## src/hdl/uart_echo_pkg.sv

```systemverilog
// ----------------------------------------------------------------------------
// uart_echo_pkg
// shared constants and types of the 8n1 echo transceiver
// ----------------------------------------------------------------------------
`timescale 1ns / 1ps

package uart_echo_pkg;

  localparam int FIFO_DEPTH = 16;
  localparam int PTR_W      = $clog2(FIFO_DEPTH);
  localparam int FILL_W     = $clog2(FIFO_DEPTH + 1);
  localparam int CFG_W      = 16;
  localparam int CFG_IDX_W  = 1;
  localparam int QLEVEL_W   = 5;

  localparam logic [CFG_W-1:0] BIT_PERIOD_RST  = 16'h0901;
  localparam logic [CFG_W-1:0] START_DELAY_RST = 16'h0B00;

  localparam logic [3:0] TX_WAIT_PHASE  = 4'd15;
  localparam logic [3:0] TX_STOP_PHASE  = 4'd9;
  localparam logic [3:0] RX_FIRST_PHASE = 4'd10;
  localparam logic [3:0] RX_STOP_PHASE  = 4'd2;

  typedef enum logic [CFG_IDX_W-1:0] {
    REG_BIT_PERIOD  = 1'b0,
    REG_START_DELAY = 1'b1
  } cfg_reg_t;

  typedef enum logic {
    OP_TICK = 1'b0,
    OP_PUSH = 1'b1
  } op_t;

  typedef struct packed {
    logic                tx_line;
    logic                rx_valid;
    logic [7:0]          rx_byte;
    logic                frame_error;
    logic                tx_active;
    logic [QLEVEL_W-1:0] queue_level;
    logic                push_dropped;
  } res_t;

endpackage

```

## src/hdl/uart_8n1_echo_transceiver_unit.sv

```systemverilog
// ----------------------------------------------------------------------------
// uart_8n1_echo_transceiver_unit
// each result goes into the output register, or first into the skid stage if held
// throughput: one input transaction per cycle, sustained while out_stall is low
// the fifo ram read on a byte load is registered before the tx shift register
// reset: synchronous active-low rst_n clears control state, config to defaults
// ----------------------------------------------------------------------------
`timescale 1ns / 1ps

module uart_8n1_echo_transceiver_unit (
  input  logic                               clk,
  input  logic                               rst_n,
  input  logic                               cfg_we,
  input  logic [uart_echo_pkg::CFG_IDX_W-1:0] cfg_index,
  input  logic [uart_echo_pkg::CFG_W-1:0]     cfg_wdata,
  input  logic                               in_valid,
  output logic                               in_stall,
  input  logic                               in_op,
  input  logic [7:0]                         in_tx_byte,
  input  logic                               in_rx_level,
  output logic                               out_valid,
  input  logic                               out_stall,
  output logic                               out_tx_line,
  output logic                               out_rx_valid,
  output logic [7:0]                         out_rx_byte,
  output logic                               out_frame_error,
  output logic                               out_tx_active,
  output logic [uart_echo_pkg::QLEVEL_W-1:0]  out_queue_level,
  output logic                               out_push_dropped
);
  import uart_echo_pkg::*;

  logic acc;
  res_t res, res_q;

  assign acc = in_valid && !in_stall;

  uart_echo_core u_core (
    .clk      (clk),
    .rst_n    (rst_n),
    .cfg_we   (cfg_we),
    .cfg_index(cfg_index),
    .cfg_wdata(cfg_wdata),
    .acc      (acc),
    .op       (in_op),
    .tx_byte  (in_tx_byte),
    .rx_level (in_rx_level),
    .res      (res)
  );

  uart_echo_outq u_outq (
    .clk      (clk),
    .rst_n    (rst_n),
    .push     (acc),
    .din      (res),
    .full     (in_stall),
    .out_valid(out_valid),
    .out_stall(out_stall),
    .dout     (res_q)
  );

  assign out_tx_line      = res_q.tx_line;
  assign out_rx_valid     = res_q.rx_valid;
  assign out_rx_byte      = res_q.rx_byte;
  assign out_frame_error  = res_q.frame_error;
  assign out_tx_active    = res_q.tx_active;
  assign out_queue_level  = res_q.queue_level;
  assign out_push_dropped = res_q.push_dropped;

endmodule

```

## src/hdl/uart_echo_ram.sv

```systemverilog
// ----------------------------------------------------------------------------
// uart_echo_ram
// generic single-write, single-read ram with registered read (read-first)
// ----------------------------------------------------------------------------
`timescale 1ns / 1ps

module uart_echo_ram #(
  parameter int WIDTH = 8,
  parameter int DEPTH = 16
) (
  input  logic                     clk,
  input  logic                     we,
  input  logic [$clog2(DEPTH)-1:0] waddr,
  input  logic [WIDTH-1:0]         wdata,
  input  logic                     re,
  input  logic [$clog2(DEPTH)-1:0] raddr,
  output logic [WIDTH-1:0]         rdata
);

  logic [WIDTH-1:0] mem [DEPTH];

  always_ff @(posedge clk) begin
    if (we) begin
      mem[waddr] <= wdata;
    end
    if (re) begin
      rdata <= mem[raddr];
    end
  end

endmodule

```

## src/hdl/uart_echo_core.sv

```systemverilog
// ----------------------------------------------------------------------------
// uart_echo_core
// config registers, transmit fifo around the ram, bit timers, tx and rx
// ----------------------------------------------------------------------------
`timescale 1ns / 1ps

module uart_echo_core (
  input  logic                               clk,
  input  logic                               rst_n,
  input  logic                               cfg_we,
  input  logic [uart_echo_pkg::CFG_IDX_W-1:0] cfg_index,
  input  logic [uart_echo_pkg::CFG_W-1:0]     cfg_wdata,
  input  logic                               acc,
  input  logic                               op,
  input  logic [7:0]                         tx_byte,
  input  logic                               rx_level,
  output uart_echo_pkg::res_t                res
);
  import uart_echo_pkg::*;

  function automatic logic [PTR_W-1:0] ptr_inc(input logic [PTR_W-1:0] p);
    return (p == PTR_W'(FIFO_DEPTH - 1)) ? '0 : p + 1'b1;
  endfunction

  logic [CFG_W-1:0]  bit_period_r, start_delay_r;
  logic [PTR_W-1:0]  rptr_r, rptr_nxt, wptr_r, wptr_nxt;
  logic [FILL_W-1:0] fill_r, fill_nxt;
  logic [7:0]        tx_shift_r, tx_shift_nxt, shift_cur;
  logic [3:0]        tx_phase_r, tx_phase_nxt;
  logic              tx_en_r, tx_en_nxt;
  logic [15:0]       tx_timer_r, tx_timer_nxt;
  logic              tx_level_r, tx_level_nxt;
  logic [7:0]        rx_shift_r, rx_shift_nxt;
  logic [3:0]        rx_phase_r, rx_phase_nxt;
  logic [15:0]       rx_timer_r, rx_timer_nxt;
  logic              rx_last_r, rx_last_nxt;
  logic              load_pend_r, load_pend_nxt;

  logic [16:0]       tx_t1, rx_t1;
  logic [15:0]       rx_per;
  logic              push_req, dropped, valid, ferr;
  logic [7:0]        push_data, rbyte;

  logic              ram_we, ram_re;
  logic [7:0]        ram_rdata;

  uart_echo_ram #(
    .WIDTH(8),
    .DEPTH(FIFO_DEPTH)
  ) u_ram (
    .clk  (clk),
    .we   (ram_we),
    .waddr(wptr_r),
    .wdata(push_data),
    .re   (ram_re),
    .raddr(rptr_r),
    .rdata(ram_rdata)
  );

  assign shift_cur = load_pend_r ? ram_rdata : tx_shift_r;
  assign tx_t1     = {1'b0, tx_timer_r} + 17'd1;
  assign rx_t1     = {1'b0, rx_timer_r} + 17'd1;
  assign rx_per    = (rx_phase_r == RX_FIRST_PHASE) ? start_delay_r : bit_period_r;

  always_comb begin
    rptr_nxt      = rptr_r;
    wptr_nxt      = wptr_r;
    fill_nxt      = fill_r;
    tx_shift_nxt  = shift_cur;
    tx_phase_nxt  = tx_phase_r;
    tx_en_nxt     = tx_en_r;
    tx_timer_nxt  = tx_timer_r;
    tx_level_nxt  = tx_level_r;
    rx_shift_nxt  = rx_shift_r;
    rx_phase_nxt  = rx_phase_r;
    rx_timer_nxt  = rx_timer_r;
    rx_last_nxt   = rx_last_r;
    load_pend_nxt = 1'b0;
    ram_we        = 1'b0;
    ram_re        = 1'b0;
    push_req      = 1'b0;
    push_data     = tx_byte;
    dropped       = 1'b0;
    valid         = 1'b0;
    ferr          = 1'b0;
    rbyte         = '0;
    if (acc) begin
      if (op == OP_PUSH) begin
        push_req = 1'b1;
      end else begin
        if (tx_en_r) begin
          if (tx_t1 >= {1'b0, bit_period_r}) begin
            tx_timer_nxt = '0;
            priority if (tx_phase_r > TX_STOP_PHASE) begin
              tx_phase_nxt = 4'd0;
              if (fill_r != '0) begin
                ram_re        = 1'b1;
                load_pend_nxt = 1'b1;
                rptr_nxt      = ptr_inc(rptr_r);
                fill_nxt      = fill_r - 1'b1;
              end
            end else if (tx_phase_r == 4'd0) begin
              tx_level_nxt = 1'b0;
              tx_phase_nxt = 4'd1;
            end else if (tx_phase_r < TX_STOP_PHASE) begin
              tx_level_nxt = shift_cur[0];
              tx_shift_nxt = {1'b0, shift_cur[7:1]};
              tx_phase_nxt = tx_phase_r + 4'd1;
            end else begin
              tx_phase_nxt = TX_WAIT_PHASE;
              tx_level_nxt = 1'b1;
              if (fill_r == '0) begin
                tx_en_nxt = 1'b0;
              end
            end
          end else begin
            tx_timer_nxt = tx_t1[15:0];
          end
        end
        if (rx_phase_r == 4'd0) begin
          if (rx_last_r && !rx_level) begin
            rx_phase_nxt = RX_FIRST_PHASE;
            rx_timer_nxt = '0;
          end
        end else if (rx_t1 >= {1'b0, rx_per}) begin
          rx_timer_nxt = '0;
          priority if (rx_phase_r > RX_STOP_PHASE) begin
            rx_shift_nxt = {rx_level, rx_shift_r[7:1]};
          end else if (rx_phase_r == RX_STOP_PHASE) begin
            ferr = !rx_level;
          end else begin
            valid        = 1'b1;
            rbyte        = rx_shift_r;
            push_req     = 1'b1;
            push_data    = rx_shift_r;
            rx_shift_nxt = '0;
          end
          rx_phase_nxt = rx_phase_r - 4'd1;
        end else begin
          rx_timer_nxt = rx_t1[15:0];
        end
        rx_last_nxt = rx_level;
      end
      if (push_req) begin
        if (fill_nxt >= FILL_W'(FIFO_DEPTH)) begin
          dropped = 1'b1;
        end else begin
          ram_we   = 1'b1;
          wptr_nxt = ptr_inc(wptr_r);
          fill_nxt = fill_nxt + 1'b1;
          if (!tx_en_nxt) begin
            tx_en_nxt    = 1'b1;
            tx_timer_nxt = '0;
          end
        end
      end
    end
  end

  always_comb begin
    res.tx_line      = tx_level_nxt;
    res.rx_valid     = valid;
    res.rx_byte      = rbyte;
    res.frame_error  = ferr;
    res.tx_active    = tx_en_nxt;
    res.queue_level  = QLEVEL_W'(fill_nxt);
    res.push_dropped = dropped;
  end

  always_ff @(posedge clk) begin
    if (!rst_n) begin
      bit_period_r  <= BIT_PERIOD_RST;
      start_delay_r <= START_DELAY_RST;
      rptr_r        <= '0;
      wptr_r        <= '0;
      fill_r        <= '0;
      tx_shift_r    <= '0;
      tx_phase_r    <= TX_WAIT_PHASE;
      tx_en_r       <= 1'b0;
      tx_timer_r    <= '0;
      tx_level_r    <= 1'b1;
      rx_shift_r    <= '0;
      rx_phase_r    <= '0;
      rx_timer_r    <= '0;
      rx_last_r     <= 1'b1;
      load_pend_r   <= 1'b0;
    end else begin
      if (cfg_we) begin
        unique case (cfg_reg_t'(cfg_index))
          REG_BIT_PERIOD:  bit_period_r  <= cfg_wdata;
          REG_START_DELAY: start_delay_r <= cfg_wdata;
          default: ;
        endcase
      end
      rptr_r      <= rptr_nxt;
      wptr_r      <= wptr_nxt;
      fill_r      <= fill_nxt;
      tx_shift_r  <= tx_shift_nxt;
      tx_phase_r  <= tx_phase_nxt;
      tx_en_r     <= tx_en_nxt;
      tx_timer_r  <= tx_timer_nxt;
      tx_level_r  <= tx_level_nxt;
      rx_shift_r  <= rx_shift_nxt;
      rx_phase_r  <= rx_phase_nxt;
      rx_timer_r  <= rx_timer_nxt;
      rx_last_r   <= rx_last_nxt;
      load_pend_r <= load_pend_nxt;
    end
  end

endmodule

```

## src/hdl/uart_echo_outq.sv

```systemverilog
// ----------------------------------------------------------------------------
// uart_echo_outq
// output register with skid stage for result transactions
// ----------------------------------------------------------------------------
`timescale 1ns / 1ps

module uart_echo_outq (
  input  logic                clk,
  input  logic                rst_n,
  input  logic                push,
  input  uart_echo_pkg::res_t din,
  output logic                full,
  output logic                out_valid,
  input  logic                out_stall,
  output uart_echo_pkg::res_t dout
);
  import uart_echo_pkg::*;

  logic main_v_r, main_v_nxt, skid_v_r, skid_v_nxt;
  logic main_free, load_main, load_skid;
  res_t main_r, skid_r;

  assign main_free = !main_v_r || !out_stall;
  assign load_main = main_free && (skid_v_r || push);
  assign load_skid = !main_free && push;

  always_comb begin
    main_v_nxt = main_v_r;
    skid_v_nxt = skid_v_r;
    if (main_free) begin
      main_v_nxt = skid_v_r || push;
      skid_v_nxt = 1'b0;
    end else if (push) begin
      skid_v_nxt = 1'b1;
    end
  end

  always_ff @(posedge clk) begin
    if (!rst_n) begin
      main_v_r <= 1'b0;
      skid_v_r <= 1'b0;
    end else begin
      main_v_r <= main_v_nxt;
      skid_v_r <= skid_v_nxt;
    end
  end

  always_ff @(posedge clk) begin
    if (load_main) begin
      main_r <= skid_v_r ? skid_r : din;
    end
    if (load_skid) begin
      skid_r <= din;
    end
  end

  assign full      = skid_v_r;
  assign out_valid = main_v_r;
  assign dout      = main_r;

endmodule

```

## config.mk

```make
export PLATFORM = sky130hd
export DESIGN_NAME = uart_8n1_echo_transceiver_unit
export DESIGN_NICKNAME = d
export VERILOG_FILES = /design/src/hdl/uart_echo_pkg.sv /design/src/hdl/uart_8n1_echo_transceiver_unit.sv /design/src/hdl/uart_echo_ram.sv /design/src/hdl/uart_echo_core.sv /design/src/hdl/uart_echo_outq.sv
export SDC_FILE = /design/constraint.sdc
export NUM_CORES = 1
export LEC_CHECK = 0
export BUFFER_PORTS_ARGS = -buffer_cell sky130_fd_sc_hd__buf_2
export CAP_MARGIN = 20
export CORE_MARGIN = 3
export CORE_UTILIZATION = 65
export DETAILED_ROUTE_END_ITERATION = 12
export PLACE_DENSITY = 0.84
export SLEW_MARGIN = 40
export SYNTH_ARGS = -nofsm -noshare
export SYNTH_HDL_FRONTEND = slang
export SYNTH_HIERARCHICAL = 1
export SYNTH_SLANG_ARGS = --single-unit
```

## constraint.sdc

```tcl
create_clock -name clk -period 9.15 [get_ports clk]
set_input_delay 1.3725 -clock clk [delete_from_list [all_inputs] [get_ports clk]]
set_output_delay 1.3725 -clock clk [all_outputs]
set_load 0.1 [all_outputs]
```

==> metrics.cfg <==
[clocking]
cts_hold_buf = 0
cts_made_buffers = 28
cts_resized = 0
clock_latency_ns = 0.55
cts_setup_buffers = 0
cts.reportedPaths.clkPinSlew_ns = 0.06
cts-root-buf = clkbuf_16
h-tree-depth = 1
clock_sinks = 279
tritoncts = yes
clk_path_buf_depth = 3

[power_and_ir_drop]
p_leak_nw = 5.23
peakVddDrop_mv = 0.177
p_per_area_nw_per_um2 = 189

[synth]
syn_inst = 1080
synthesis.area_um2 = 13000
synth.distinct_cells = 76
yosys_warnings = 6
postSynth.asyncResetShare_pct = 0
synth_ff_type = edfxtp_1
syn-num-nets = 1157
synth_edf_count = 172
ys_seq_area_share_pct = 56.3
syn_area_per_cell_um2 = 12.0
ys_seq_elements = 279

[finish]
antenna_cells = 0
final_common_cell = edfxtp_1
area_growth_syn_to_layout_pct = 10.4
fillers = 1250
layout_common_cells = edfxtp_1, nand2_1, dfxtp_1, nor2_1, a21oi_1
fin_area_um2 = 14300
nNetsFinal = 1199
drive_gt1_share_pct = 15.4

[hold_path]
hp-class = flip-flop to flip-flop

[timing]
hold_violations = 0
fmax_ghz = 0.188
fin_crit_sh_pct = 58.3
slew_headroom_pct = 45.0
rsz0062_at_grt = no
setup_viol = 0
final.setup_skew_ns = 0.0190
fin_setup_tns_ns = 0
finalCriticalPeriod_ns = 5.33
tightest_slew_ns = 0.825
slew_violations = 0

[placed_design]
gp_congestion = 0.852
placed_cell_area_um2 = 13400
dp_hpwl_um = 18100
io_buffers = 51

[setup_path]
critical_path_class = flip-flop to flip-flop
arrival_ns = 5.50
ff2ff_setup_slack_ns = 3.82
required_ns = 9.32
crit_fanout = 8
start_kind = flip-flop
cp-end-kind = flip-flop

[global_routing]
antenna_found_initial = 0
grt_pass1_wl_um = 44700
track_usage_pct = 25.6
grt_max_degree = 40
grt-ovfl-total = 0
grt_pass1_vias = 8603

[floorplan]
start_util_pct = 66.5
std_cell_rows = 51
die-width_um = 147
die_y_um = 147
core_um2 = 19500
ios = 52
die_area_um2 = 21700

[routing]
ant_nets = 0
route.detailed.drc = 0
drt-initial-drc-count = 709
wl_per_cell_um = 19.7
drt_wl_total_um = 27700
firstDrtPassIters = 5
routed_via_density = 6.17
via_count = 8693

[status]
outcome = finished clean

[flow_run]
drv_cap = 0

## metal layers
metal | track usage (%) | vias up | wire, um
li1 | - | 4076 | -
met1 | 34.5 | 4203 | 11200
met2 | 43.3 | 340 | 13700
met3 | 3.08 | 74 | 1650
met4 | 9.27 | 0 | 1100
met5 | 0 | - | 0
## cell families after synthesis
logic type,after synthesis,synth area share (%)
DFF,279,56.3
buffers and inverters,92,3.44
and+or+nand+nor,358,13.0
xor gates and xnor gates,35,2.36
AOI/OAI and AO/OA,180,9.10
muxes,90,11.4
adders and majority gates,46,4.41
## stage by stage
stage	instances	util (%)	setup WS, ns	hold WS, ns	power (W)
2_1_floorplan	1080	-	4.58	0.434	0.00153
3_3_place_gp	1356	68.4	3.96	0.449	0.00157
3_5_place_dp	1357	68.6	3.95	0.449	0.00158
4_1_cts	1409	73.4	3.85	0.457	0.00272
5_1_grt	1409	73.4	3.35	0.478	0.00278
6_report	1409	73.4	3.82	0.464	0.00271
## worst max-delay path, stage by stage, from the launching register on
cell and delay [ns]:
dfxtp_1 0.40, nand3_1 0.13, or2_2 0.35, nor3_1 0.49, nand3_1 0.26, nor2_1 0.18
xor2_1 0.23, ha_1 0.20, nand4_1 0.10, nor2_1 0.14, o2111ai_1 0.15, a31oi_1 0.39
nor2_1 0.14, nor2_1 0.17, nand2_1 0.12, inv_1 0.33, or3b_2 0.55, nor2_1 0.62
## flip-flops by register name, summed over array words and instances, names as in the netlist, 8 cells and up
| signal | cells |
|---|---|
| u_core/tx_shift_r | 8 |
| u_core/u_ram/rdata | 8 |
| u_core/tx_timer_r | 16 |
| u_core/bit_period_r | 16 |
| u_core/rx_shift_r | 8 |
| u_core/rx_timer_r | 16 |
| u_core/start_delay_r | 16 |
| u_core/u_ram/mem | 128 |
| u_outq/skid_r | 18 |
| u_outq/dout | 18 |
## Yosys cell counts, drive strengths merged (8+ instances only)
cell type | instances | area, um^2
inv | 40 | 150
dfxtp | 107 | 2140
xor2 | 15 | 131
nor2 | 70 | 273
mux4 | 36 | 863
and2 | 14 | 87.6
mux2i | 23 | 230
nand2b | 9 | 56.3
clkbuf | 29 | 109
a22o | 9 | 78.8
a22oi | 20 | 150
nand2 | 142 | 533
a21oi | 60 | 300
nor2b | 11 | 76.3
nor3 | 16 | 80.1
edfxtp | 172 | 5160
buf | 19 | 154
nand4 | 8 | 56.3
ha | 45 | 563
mux2 | 31 | 383
o21ai | 35 | 175
xnor2 | 20 | 175
nand3 | 50 | 250
## final cells by class
class | instances | area, um^2 | area share (%)
Multi-Input combinational cell | 709 | 5240 | 36.6
Sequential cell | 279 | 7310 | 51.0
Clock inverter | 18 | 198 | 1.38
Clock buffer | 34 | 743 | 5.19
Timing Repair Buffer | 63 | 355 | 2.48
Tap cell | 265 | 332 | 2.31
Inverter | 41 | 155 | 1.08
## final timing paths
kind / depth (start not counted) / to / start
max reg2reg: 17 / u_core/u_ram/mem[3][4] / u_core/rx_timer_r[2]
min reg2reg: 2 / u_core/start_delay_r[6] / u_core/start_delay_r[6]
min: 2 / u_core/start_delay_r[6] / u_core/start_delay_r[6]
max: 17 / u_core/u_ram/mem[3][4] / u_core/rx_timer_r[2]
## power breakdown
part / internal (W) / total, W / switching, W
logic: 0.0000509 / 0.000184 / 0.000133
registers: 0.00136 / 0.00137 / 0.0000144
clock network: 0.000689 / 0.00115 / 0.000465
total: 0.00210 / 0.00271 / 0.000612
Power figures use the tool's default switching activity.
